**config.mk**
```make
export PLATFORM = sky130hd
export DESIGN_NAME = weighted_bandwidth_share_unit
export DESIGN_NICKNAME = d
export VERILOG_FILES = /design/src/rtl/wbs_pkg.sv /design/src/rtl/wbs_ctrl.sv /design/src/rtl/wbs_datapath.sv /design/src/rtl/weighted_bandwidth_share_unit.sv
export SDC_FILE = /design/constraint.sdc
export NUM_CORES = 2
export LEC_CHECK = 0
export ABC_AREA = 1
export BUFFER_PORTS_ARGS = -buffer_cell sky130_fd_sc_hd__buf_4
export CORE_ASPECT_RATIO = 1.25
export CORE_UTILIZATION = 30
export DETAILED_ROUTE_END_ITERATION = 8
export GPL_TIMING_DRIVEN = 0
export REMOVE_ABC_BUFFERS = 1
export SYNTH_ARGS = -nofsm -noshare
export SYNTH_HDL_FRONTEND = slang
export SYNTH_HIERARCHICAL = 1
export SYNTH_SLANG_ARGS = --single-unit
```
**constraint.sdc**
```tcl
create_clock -name aclk -period 10.6 [get_ports aclk]
set_input_delay 0.53 -clock aclk [delete_from_list [all_inputs] [get_ports aclk]]
set_output_delay 0.53 -clock aclk [all_outputs]
set_load 0.02 [all_outputs]
```
**src/rtl/wbs_pkg.sv**
```systemverilog
// Shared types, constants and control structs for the weighted bandwidth share unit.
package wbs_pkg;

    parameter int MAX_GROUPS  = 16;
    parameter int RATIO_W     = 10;
    parameter int TOTAL_W     = 32;
    parameter int FIELD_IDX_W = 5;
    parameter int CNT_W       = $clog2(MAX_GROUPS + 1);
    parameter int ADDR_W      = (MAX_GROUPS > 1) ? $clog2(MAX_GROUPS) : 1;
    parameter int SUM_W       = $clog2(MAX_GROUPS * ((1 << RATIO_W) - 1) + 1);
    parameter int ROOT_W      = 7;

    parameter int BIG_SUM_LIMIT = 90;
    parameter int PERCENT       = 100;
    parameter int ROOT_MIN      = 10;

    parameter int DVS_MAX = MAX_GROUPS * ((1 << RATIO_W) - 1) * PERCENT / BIG_SUM_LIMIT;
    parameter int DVS_W   = (DVS_MAX > PERCENT) ? $clog2(DVS_MAX + 1) : $clog2(PERCENT + 1);
    parameter int PROD_W  = TOTAL_W + RATIO_W;
    parameter int STEP_W  = $clog2(PROD_W + 1);

    typedef enum logic {
        ACT_ADD    = 1'b0,
        ACT_RECALC = 1'b1
    } action_t;

    typedef enum logic {
        KIND_ADD    = 1'b0,
        KIND_REPORT = 1'b1
    } kind_t;

    typedef enum logic [1:0] {
        STAT_OK   = 2'd0,
        STAT_FULL = 2'd1,
        STAT_ZERO = 2'd2
    } status_t;

    typedef enum logic {
        REG_TOTAL_BW_OUT = 1'b0,
        REG_TOTAL_BW_IN  = 1'b1
    } cfg_reg_t;

    typedef enum logic [1:0] {
        MUL_DVS   = 2'd0,
        MUL_ROOT  = 2'd1,
        MUL_GROUP = 2'd2
    } mul_sel_t;

    typedef enum logic [3:0] {
        S_IDLE,
        S_ADD,
        S_SUM_START,
        S_SUM_READ,
        S_SUM_ADD,
        S_SHARE,
        S_DVS_MUL,
        S_DVS_DIV,
        S_ROOT_MUL,
        S_LIM_DIV,
        S_EMIT,
        S_GRP_MUL
    } state_t;

    typedef struct packed {
        logic     in_load;
        logic     add_emit;
        logic     sum_clear;
        logic     sum_add;
        logic     idx_clear;
        logic     idx_inc;
        logic     rd_en;
        logic     set_root;
        logic     mul_en;
        mul_sel_t mul_sel;
        logic     div_step;
        logic     dvs_save;
        logic     rep_emit;
    } wbs_cmd_t;

    typedef struct packed {
        logic n_zero;
        logic idx_at_n;
        logic sum_big;
        logic div_done;
        logic out_free;
    } wbs_stat_t;

endpackage

```
**src/rtl/wbs_ctrl.sv**
```systemverilog
// Sequencer for add and recalculate words of the bandwidth share unit.
module wbs_ctrl (
    input  logic              aclk,
    input  logic              aresetn,
    input  logic              s_valid,
    input  logic              s_action,
    output logic              s_ready,
    output wbs_pkg::wbs_cmd_t cmd,
    input  wbs_pkg::wbs_stat_t stat
);
    import wbs_pkg::*;

    state_t state_reg;
    state_t state_next;
    logic   accept;

    always_ff @(posedge aclk) begin
        if (!aresetn) begin
            state_reg <= S_IDLE;
        end else begin
            state_reg <= state_next;
        end
    end

    assign s_ready = (state_reg == S_IDLE);
    assign accept  = s_valid && s_ready;

    always_comb begin
        state_next  = state_reg;
        cmd         = '0;
        cmd.mul_sel = MUL_GROUP;
        cmd.in_load = accept;
        unique case (state_reg)
            S_IDLE: begin
                if (accept) begin
                    state_next = (action_t'(s_action) == ACT_RECALC) ? S_SUM_START : S_ADD;
                end
            end
            S_ADD: begin
                if (stat.out_free) begin
                    cmd.add_emit = 1'b1;
                    state_next   = S_IDLE;
                end
            end
            S_SUM_START: begin
                cmd.sum_clear = 1'b1;
                cmd.idx_clear = 1'b1;
                state_next    = stat.n_zero ? S_SHARE : S_SUM_READ;
            end
            S_SUM_READ: begin
                cmd.rd_en   = 1'b1;
                cmd.idx_inc = 1'b1;
                state_next  = S_SUM_ADD;
            end
            S_SUM_ADD: begin
                cmd.sum_add = 1'b1;
                state_next  = stat.idx_at_n ? S_SHARE : S_SUM_READ;
            end
            S_SHARE: begin
                cmd.set_root  = 1'b1;
                cmd.idx_clear = 1'b1;
                state_next    = stat.sum_big ? S_DVS_MUL : S_ROOT_MUL;
            end
            S_DVS_MUL: begin
                cmd.mul_en  = 1'b1;
                cmd.mul_sel = MUL_DVS;
                state_next  = S_DVS_DIV;
            end
            S_DVS_DIV: begin
                if (stat.div_done) begin
                    cmd.dvs_save = 1'b1;
                    state_next   = S_ROOT_MUL;
                end else begin
                    cmd.div_step = 1'b1;
                end
            end
            S_ROOT_MUL: begin
                cmd.mul_en  = 1'b1;
                cmd.mul_sel = MUL_ROOT;
                state_next  = S_LIM_DIV;
            end
            S_LIM_DIV: begin
                if (stat.div_done) begin
                    state_next = S_EMIT;
                end else begin
                    cmd.div_step = 1'b1;
                end
            end
            S_EMIT: begin
                if (stat.out_free) begin
                    cmd.rep_emit = 1'b1;
                    if (stat.idx_at_n) begin
                        state_next = S_IDLE;
                    end else begin
                        cmd.rd_en   = 1'b1;
                        cmd.idx_inc = 1'b1;
                        state_next  = S_GRP_MUL;
                    end
                end
            end
            S_GRP_MUL: begin
                cmd.mul_en  = 1'b1;
                cmd.mul_sel = MUL_GROUP;
                state_next  = S_LIM_DIV;
            end
            default: begin
                state_next = S_IDLE;
            end
        endcase
    end

endmodule

```
**src/rtl/wbs_datapath.sv**
```systemverilog
// Ratio table, sum, two-lane multiply and bit-serial divide, result register.
module wbs_datapath (
    input  logic                        aclk,
    input  logic                        aresetn,
    input  logic [wbs_pkg::RATIO_W-1:0] s_share_ratio,
    input  logic                        cfg_we,
    input  logic                        cfg_index,
    input  logic [wbs_pkg::TOTAL_W-1:0] cfg_data,
    input  wbs_pkg::wbs_cmd_t           cmd,
    output wbs_pkg::wbs_stat_t          stat,
    output logic                        m_valid,
    input  logic                        m_ready,
    output logic                        m_kind,
    output logic [1:0]                  m_status,
    output logic [wbs_pkg::FIELD_IDX_W-1:0] m_group_index,
    output logic [wbs_pkg::FIELD_IDX_W-1:0] m_groups_held,
    output logic [wbs_pkg::TOTAL_W-1:0] m_limit_out,
    output logic [wbs_pkg::TOTAL_W-1:0] m_limit_in,
    output logic                        m_last
);
    import wbs_pkg::*;

    logic [RATIO_W-1:0] ratio_mem [MAX_GROUPS];
    logic [RATIO_W-1:0] rd_data_reg;
    logic [RATIO_W-1:0] ratio_reg;

    logic [TOTAL_W-1:0] total_out_reg;
    logic [TOTAL_W-1:0] total_in_reg;
    logic [CNT_W-1:0]   group_total_reg;
    logic [ROOT_W-1:0]  root_share_reg;
    logic [CNT_W-1:0]   idx_reg;
    logic [SUM_W-1:0]   sum_reg;
    logic [DVS_W-1:0]   divisor_reg;

    logic [DVS_W-1:0]   dvs_reg;
    logic [DVS_W-1:0]   rem_o_reg;
    logic [DVS_W-1:0]   rem_i_reg;
    logic [PROD_W-1:0]  dq_o_reg;
    logic [PROD_W-1:0]  dq_i_reg;
    logic [STEP_W-1:0]  step_reg;

    logic               m_valid_reg;
    kind_t              m_kind_reg;
    status_t            m_status_reg;
    logic [FIELD_IDX_W-1:0] m_index_reg;
    logic [FIELD_IDX_W-1:0] m_held_reg;
    logic [TOTAL_W-1:0] m_lim_o_reg;
    logic [TOTAL_W-1:0] m_lim_i_reg;
    logic               m_last_reg;

    logic [TOTAL_W-1:0] mul_a_o;
    logic [TOTAL_W-1:0] mul_a_i;
    logic [RATIO_W-1:0] mul_b;
    logic [DVS_W-1:0]   mul_dvs;
    logic [PROD_W-1:0]  prod_o;
    logic [PROD_W-1:0]  prod_i;
    logic [DVS_W:0]     rsh_o;
    logic [DVS_W:0]     rsh_i;
    logic               ge_o;
    logic               ge_i;
    logic [DVS_W:0]     rdiff_o;
    logic [DVS_W:0]     rdiff_i;
    logic               add_zero;
    logic               add_full;
    logic               add_ok;
    logic [CNT_W-1:0]   gt_inc;

    assign add_zero = (ratio_reg == '0);
    assign add_full = (group_total_reg >= CNT_W'(MAX_GROUPS));
    assign add_ok   = !add_zero && !add_full;
    assign gt_inc   = group_total_reg + CNT_W'(1);

    always_comb begin
        mul_a_o = total_out_reg;
        mul_a_i = total_in_reg;
        mul_b   = rd_data_reg;
        mul_dvs = divisor_reg;
        case (cmd.mul_sel)
            MUL_DVS: begin
                mul_a_o = TOTAL_W'(sum_reg);
                mul_a_i = TOTAL_W'(sum_reg);
                mul_b   = RATIO_W'(PERCENT);
                mul_dvs = DVS_W'(BIG_SUM_LIMIT);
            end
            MUL_ROOT: begin
                mul_b   = RATIO_W'(root_share_reg);
                mul_dvs = DVS_W'(PERCENT);
            end
            default: begin
                mul_b   = rd_data_reg;
                mul_dvs = divisor_reg;
            end
        endcase
    end

    assign prod_o = PROD_W'(mul_a_o) * PROD_W'(mul_b);
    assign prod_i = PROD_W'(mul_a_i) * PROD_W'(mul_b);

    // restoring divide, one quotient bit per lane per cycle
    assign rsh_o   = {rem_o_reg, dq_o_reg[PROD_W-1]};
    assign rsh_i   = {rem_i_reg, dq_i_reg[PROD_W-1]};
    assign ge_o    = (rsh_o >= {1'b0, dvs_reg});
    assign ge_i    = (rsh_i >= {1'b0, dvs_reg});
    assign rdiff_o = ge_o ? (rsh_o - {1'b0, dvs_reg}) : rsh_o;
    assign rdiff_i = ge_i ? (rsh_i - {1'b0, dvs_reg}) : rsh_i;

    assign stat.n_zero   = (group_total_reg == '0);
    assign stat.idx_at_n = (idx_reg == group_total_reg);
    assign stat.sum_big  = (sum_reg > SUM_W'(BIG_SUM_LIMIT));
    assign stat.div_done = (step_reg == '0);
    assign stat.out_free = !m_valid_reg || m_ready;

    always_ff @(posedge aclk) begin
        if (cmd.add_emit && add_ok) begin
            ratio_mem[group_total_reg[ADDR_W-1:0]] <= ratio_reg;
        end
        if (cmd.rd_en) begin
            rd_data_reg <= ratio_mem[idx_reg[ADDR_W-1:0]];
        end
    end

    always_ff @(posedge aclk) begin
        if (!aresetn) begin
            total_out_reg   <= '0;
            total_in_reg    <= '0;
            group_total_reg <= '0;
            root_share_reg  <= ROOT_W'(PERCENT);
            idx_reg         <= '0;
            step_reg        <= '0;
            m_valid_reg     <= 1'b0;
        end else begin
            if (cfg_we) begin
                unique case (cfg_reg_t'(cfg_index))
                    REG_TOTAL_BW_OUT: total_out_reg <= cfg_data;
                    REG_TOTAL_BW_IN:  total_in_reg  <= cfg_data;
                    default:          total_out_reg <= total_out_reg;
                endcase
            end
            if (cmd.add_emit && add_ok) begin
                group_total_reg <= gt_inc;
            end
            if (cmd.set_root) begin
                if (stat.sum_big) begin
                    root_share_reg <= ROOT_W'(ROOT_MIN);
                end else begin
                    root_share_reg <= ROOT_W'(PERCENT - int'(sum_reg));
                end
            end
            if (cmd.idx_clear) begin
                idx_reg <= '0;
            end else if (cmd.idx_inc) begin
                idx_reg <= idx_reg + CNT_W'(1);
            end
            if (cmd.mul_en) begin
                step_reg <= STEP_W'(PROD_W);
            end else if (cmd.div_step) begin
                step_reg <= step_reg - STEP_W'(1);
            end
            if (cmd.add_emit || cmd.rep_emit) begin
                m_valid_reg <= 1'b1;
            end else if (m_ready) begin
                m_valid_reg <= 1'b0;
            end
        end
    end

    always_ff @(posedge aclk) begin
        if (cmd.in_load) begin
            ratio_reg <= s_share_ratio;
        end
        if (cmd.sum_clear) begin
            sum_reg <= '0;
        end else if (cmd.sum_add) begin
            sum_reg <= sum_reg + SUM_W'(rd_data_reg);
        end
        if (cmd.set_root && !stat.sum_big) begin
            divisor_reg <= DVS_W'(PERCENT);
        end else if (cmd.dvs_save) begin
            divisor_reg <= dq_o_reg[DVS_W-1:0];
        end
        if (cmd.mul_en) begin
            dvs_reg   <= mul_dvs;
            rem_o_reg <= '0;
            rem_i_reg <= '0;
            dq_o_reg  <= prod_o;
            dq_i_reg  <= prod_i;
        end else if (cmd.div_step) begin
            rem_o_reg <= rdiff_o[DVS_W-1:0];
            rem_i_reg <= rdiff_i[DVS_W-1:0];
            dq_o_reg  <= {dq_o_reg[PROD_W-2:0], ge_o};
            dq_i_reg  <= {dq_i_reg[PROD_W-2:0], ge_i};
        end
        if (cmd.add_emit) begin
            m_kind_reg   <= KIND_ADD;
            m_status_reg <= add_zero ? STAT_ZERO : (add_full ? STAT_FULL : STAT_OK);
            m_index_reg  <= add_ok ? FIELD_IDX_W'(gt_inc) : '0;
            m_held_reg   <= add_ok ? FIELD_IDX_W'(gt_inc) : FIELD_IDX_W'(group_total_reg);
            m_lim_o_reg  <= '0;
            m_lim_i_reg  <= '0;
            m_last_reg   <= 1'b1;
        end else if (cmd.rep_emit) begin
            m_kind_reg   <= KIND_REPORT;
            m_status_reg <= STAT_OK;
            m_index_reg  <= FIELD_IDX_W'(idx_reg);
            m_held_reg   <= FIELD_IDX_W'(group_total_reg);
            m_lim_o_reg  <= dq_o_reg[TOTAL_W-1:0];
            m_lim_i_reg  <= dq_i_reg[TOTAL_W-1:0];
            m_last_reg   <= stat.idx_at_n;
        end
    end

    assign m_valid       = m_valid_reg;
    assign m_kind        = m_kind_reg;
    assign m_status      = m_status_reg;
    assign m_group_index = m_index_reg;
    assign m_groups_held = m_held_reg;
    assign m_limit_out   = m_lim_o_reg;
    assign m_limit_in    = m_lim_i_reg;
    assign m_last        = m_last_reg;

endmodule

```
**src/rtl/weighted_bandwidth_share_unit.sv**
```systemverilog
// Top level of the weighted bandwidth share unit: sequencer plus datapath.
//
// Input channel s_*: one word per command. s_action 0 adds a group with
// s_share_ratio, s_action 1 recalculates and reports all limits.
// Result channel m_*: an add returns one word (status, new index, count).
// A recalculate returns 1 + groups_held words, root first, m_last on the
// final one. Config channel cfg_*: cfg_index 0 total_bw_out, 1 total_bw_in,
// always ready; write only while the unit is idle.
// An add result is registered once the output register is free.
// A recalculate first sums the table, one read and one add per group,
// then, when the sum exceeds 90, finds the divisor with the serial
// divider; each reported word then takes one multiply, a pass of the
// shared one-bit-per-cycle divider (both directions in parallel lanes)
// and one load of the output register. One command is worked at a time;
// s_ready returns once the last word sits in the output register, so the
// next command is taken while that word still waits.
// Reset clears group count and both totals, sets root share 100; the ratio
// table holds no reset value. When m_ready is low the output register holds
// its word and the sequencer waits before loading the next one.
module weighted_bandwidth_share_unit (
    input  logic        aclk,
    input  logic        aresetn,
    input  logic        s_valid,
    output logic        s_ready,
    input  logic        s_action,
    input  logic [9:0]  s_share_ratio,
    output logic        m_valid,
    input  logic        m_ready,
    output logic        m_kind,
    output logic [1:0]  m_status,
    output logic [4:0]  m_group_index,
    output logic [4:0]  m_groups_held,
    output logic [31:0] m_limit_out,
    output logic [31:0] m_limit_in,
    output logic        m_last,
    input  logic        cfg_valid,
    output logic        cfg_ready,
    input  logic        cfg_index,
    input  logic [31:0] cfg_data
);
    import wbs_pkg::*;

    wbs_cmd_t  cmd;
    wbs_stat_t stat;

    assign cfg_ready = 1'b1;

    wbs_ctrl u_ctrl (
        .aclk     (aclk),
        .aresetn  (aresetn),
        .s_valid  (s_valid),
        .s_action (s_action),
        .s_ready  (s_ready),
        .cmd      (cmd),
        .stat     (stat)
    );

    wbs_datapath u_dp (
        .aclk          (aclk),
        .aresetn       (aresetn),
        .s_share_ratio (s_share_ratio),
        .cfg_we        (cfg_valid && cfg_ready),
        .cfg_index     (cfg_index),
        .cfg_data      (cfg_data),
        .cmd           (cmd),
        .stat          (stat),
        .m_valid       (m_valid),
        .m_ready       (m_ready),
        .m_kind        (m_kind),
        .m_status      (m_status),
        .m_group_index (m_group_index),
        .m_groups_held (m_groups_held),
        .m_limit_out   (m_limit_out),
        .m_limit_in    (m_limit_in),
        .m_last        (m_last)
    );

endmodule

```
==> flow_summary.toml <==
[timing]
report.final.hold_viol_count = 0
maxSlewViolCount = 0
max_slew_margin = 0.1241
final.period_utilization = 0.8859
max_freq_ghz = 0.1065
finClkSkew_ns = 0.07164
setup_violations = 0
rsz_0062_raised_after_global_routing = "false"
tightestPinTransition_ns = 1.314
fin_worst_hold_slack_ns = 0.1028
period_minus_slack_ns = 9.390
setup_total_negative_slack_ns = 0

[yosys]
async_reset_ff_frac = 0
synth_ff_type = "sky130_fd_sc_hd__edfxtp_1"
synth.yosys.warnings = 6
syn-instance-count = 5334
ys_seq_elements = 508
post_synth.cell_area_avg_um2 = 8.066
syn_area_um2 = 43030
ys_types = 51
synth_enable_flop_cells = 291
seq_area_frac_synth = 0.3041

[cells_and_area]
drive_above_1_share = 0.05972
finalInstanceArea_um2 = 48250
final_nets = 6111
largest_register_ffs = 160
filler_cell_count = 14810
utilization = 0.3385
area_growth_syn_to_layout_pct = 12.13

[floorplan]
die_w_um = 340.7
floorplan.die.height_um = 425.4
floorplan.initialDensity = 0.3018
design.die.area_um2 = 145000
rows = 155
floorplan.core_area_um2 = 142500
i_o_pins = 130

[clocking]
cts-buffers-inserted = 54
clkSinkCount = 508
cts.clk_slew.worst_paths_ns = 0.08
tritoncts = "built"
worst_skew_pair_latency_ns = 0.69
htree_num_levels = 2
root_buffer = "sky130_fd_sc_hd__clkbuf_16"
clockBufferDepth = 3

[power]
net_switching_fraction_of_the_power = 0.4477
power.clock.fraction = 0.216
worst_ir_drop_vdd_mv = 0.1507
design_power_total_mw = 9.505
power.share.combinational = 0.528
power_frac_seq = 0.256
power.internal_mw = 5.250
p_sw_mw = 4.255
cellLeakagePower_nw = 23.44
power.density_nw_per_um2 = 197.0

[routing]
routed_wl_um = 118700
first_iter_violations = 2170
route.vias.total = 34190
postRouteAntennaNets = 0
detail_route.first_pass.iterations = 6
post_drt_wl_per_cell_um = 16.23
drc = 0
post_drt_via_cell_ratio = 4.677

[worst_setup_path]
cp-start-kind = "flop"
max_stage_delay_ns = 0.73
type_of_the_worst_setup_path = "reg2reg"
worst_path_max_delay_cell = "sky130_fd_sc_hd__nor2_8"
critical_path_required_ns = 10.92
worst_path_most_repeated_cell = "sky130_fd_sc_hd__nand2_1"
arrival_time_of_the_worst_setup_path_ns = 9.71
timing.critical_path.to_type = "flop"
critical_path.max_fanout = 55

[global_routing]
largest_net_degree_at_the_start_of_global_routing = 86
antenna_found_initial = 13
grt_use_total = 0.1635
grt_remaining_overflow = 0
grt_pass1_vias = 34840
grt_pass1_wl_um = 188700

[place]
post_dp_cell_area_um2 = 46140
portBuffers = 128
detailedPlacementHpwl_um = 93120
place_congestion = 0.9238

[status]
outcome = "finished, final reports clean"

[job]
max_cap_viols = 0

[hold_path]
timing.hold.worst.class = "in2reg"
==> critical path, delay by kind of cell (launching register included) <==
family                     cells  cell delay, ns
AOI/OAI and AO/OA              2            0.59
adders and majority gates      6            2.78
buffers and inverters          7            1.30
DFF                            1            0.48
and+or+nand+nor               16            3.71
==> final timing paths <==
check,slack [ns],cells past startpoint,start,endpoint
max,1.21,31,u_ctrl/state_reg[3],u_dp/dq_o_reg[41]
min reg2reg,0.46,2,u_dp/m_limit_out[0],u_dp/m_limit_out[0]
min,0.10,3,cfg_data[8],u_dp/total_out_reg[8]
max reg2reg,1.21,31,u_ctrl/state_reg[3],u_dp/dq_o_reg[41]
==> synth_stat cells (7+ instances only) <==
| cell type | instances | area, µm² |
|---|---|---|
| sky130_fd_sc_hd__nor2_1 | 806 | 3025 |
| sky130_fd_sc_hd__o22ai_1 | 18 | 112.6 |
| sky130_fd_sc_hd__nor2_2 | 7 | 43.79 |
| sky130_fd_sc_hd__buf_2 | 29 | 145.1 |
| sky130_fd_sc_hd__buf_4 | 11 | 82.58 |
| sky130_fd_sc_hd__nand2_1 | 1266 | 4752 |
| sky130_fd_sc_hd__dfxtp_1 | 217 | 4344 |
| sky130_fd_sc_hd__nand3_1 | 188 | 940.9 |
| sky130_fd_sc_hd__o21bai_1 | 9 | 67.56 |
| sky130_fd_sc_hd__fa_1 | 479 | 9589 |
| sky130_fd_sc_hd__a22o_1 | 44 | 385.4 |
| sky130_fd_sc_hd__ha_1 | 204 | 2552 |
| sky130_fd_sc_hd__inv_2 | 13 | 48.80 |
| sky130_fd_sc_hd__nand4_1 | 12 | 75.07 |
| sky130_fd_sc_hd__o21ai_1 | 22 | 110.1 |
| sky130_fd_sc_hd__xor2_1 | 17 | 148.9 |
| sky130_fd_sc_hd__inv_1 | 923 | 3465 |
| sky130_fd_sc_hd__o221ai_1 | 31 | 271.5 |
| sky130_fd_sc_hd__or2_1 | 12 | 75.07 |
| sky130_fd_sc_hd__nor3_1 | 26 | 130.1 |
| sky130_fd_sc_hd__nand3b_1 | 11 | 82.58 |
| sky130_fd_sc_hd__clkbuf_1 | 119 | 446.7 |
| sky130_fd_sc_hd__edfxtp_1 | 291 | 8738 |
| sky130_fd_sc_hd__o21ai_2 | 14 | 122.6 |
| sky130_fd_sc_hd__buf_6 | 8 | 90.09 |
| sky130_fd_sc_hd__o21ai_0 | 287 | 1436 |
| sky130_fd_sc_hd__xnor2_1 | 47 | 411.6 |
| sky130_fd_sc_hd__o211ai_1 | 28 | 210.2 |
| sky130_fd_sc_hd__a21oi_1 | 141 | 705.7 |
==> power groups by stage <==
stage | registers (mW) | logic, mW | clock network, mW
floorplan | 2.44 | 3.65 | 0
global placement | 2.47 | 4.92 | 0
detailed placement | 2.47 | 4.99 | 0
CTS | 2.43 | 5.06 | 2.12
global route | 2.45 | 5.75 | 2.18
finish | 2.43 | 5.02 | 2.05
==> per-layer routing <==
metal / global-route usage / wire, µm
met5: 0 / 104
met3: 0.03014 / 6852
met2: 0.2833 / 57120
met4: 0.06263 / 4331
met1: 0.2003 / 50260
==> per-stage QoR <==
step | worst slack (ns) | cells
final | 1.210 | 7310
after global routing | 0.8495 | 7309
after CTS | 1.191 | 7307
after detailed placement | 1.278 | 7195
after global placement | -9.035 | 7173
after floorplan | 1.084 | 5161
==> cell families after synthesis <==
kind of cell    after synthesis  share of synthesized area
compound gates              613                    0.08346
xor+xnor                     64                    0.01303
fa+ha+maj                   683                     0.2822
buf+inv                    1111                     0.1001
flops                       508                     0.3041
other cells                   1                 0.00008716
simple gates               2354                     0.2171
==> placed cells by master (no fill, tap or decap), drive strengths merged, types with 3 or more instances in the layout <==
| cell type | Yosys | final |
|---|---|---|
| o21ai | 323 | 323 |
| nand3b | 11 | 11 |
| dlygate4sd3 | 0 | 10 |
| nand3 | 191 | 191 |
| nand2 | 1273 | 1273 |
| xnor2 | 47 | 47 |
| nand4 | 12 | 12 |
| o21bai | 9 | 9 |
| edfxtp | 291 | 291 |
| a22o | 44 | 44 |
| ha | 204 | 204 |
| nor3 | 27 | 27 |
| or2 | 20 | 20 |
| inv | 936 | 946 |
| dfxtp | 217 | 217 |
| o221ai | 31 | 31 |
| xor2 | 17 | 17 |
| buf | 54 | 152 |
| o22ai | 23 | 23 |
| a21o | 3 | 3 |
| nor4 | 3 | 3 |
| fa | 479 | 479 |
| nor2 | 815 | 815 |
| clkinv | 2 | 20 |
| bufinv | 0 | 6 |
| a31oi | 4 | 4 |
| o211ai | 28 | 28 |
| a21oi | 145 | 145 |
| clkbuf | 119 | 67 |
==> area by class of cell <==
class,instances,area (µm²),area share
multi-input cells,3715,25720,0.5332
flip-flops and latches,508,13090,0.2713
inverters,938,3527,0.07311
well taps,1884,2357,0.04886
repair buffers,162,1604,0.03325
clock buffers,67,1494,0.03096
clock inverters,35,450.4,0.009336
diodes,1,2.502,0.00005187
==> repair_timing <==
item,in CTS,in global routing
endpoints found under the hold margin,10,0
hold buffers,10,0
gates resized for setup,0,0
setup buffers,0,0
Note: power is estimated with default switching activity, not from simulation.
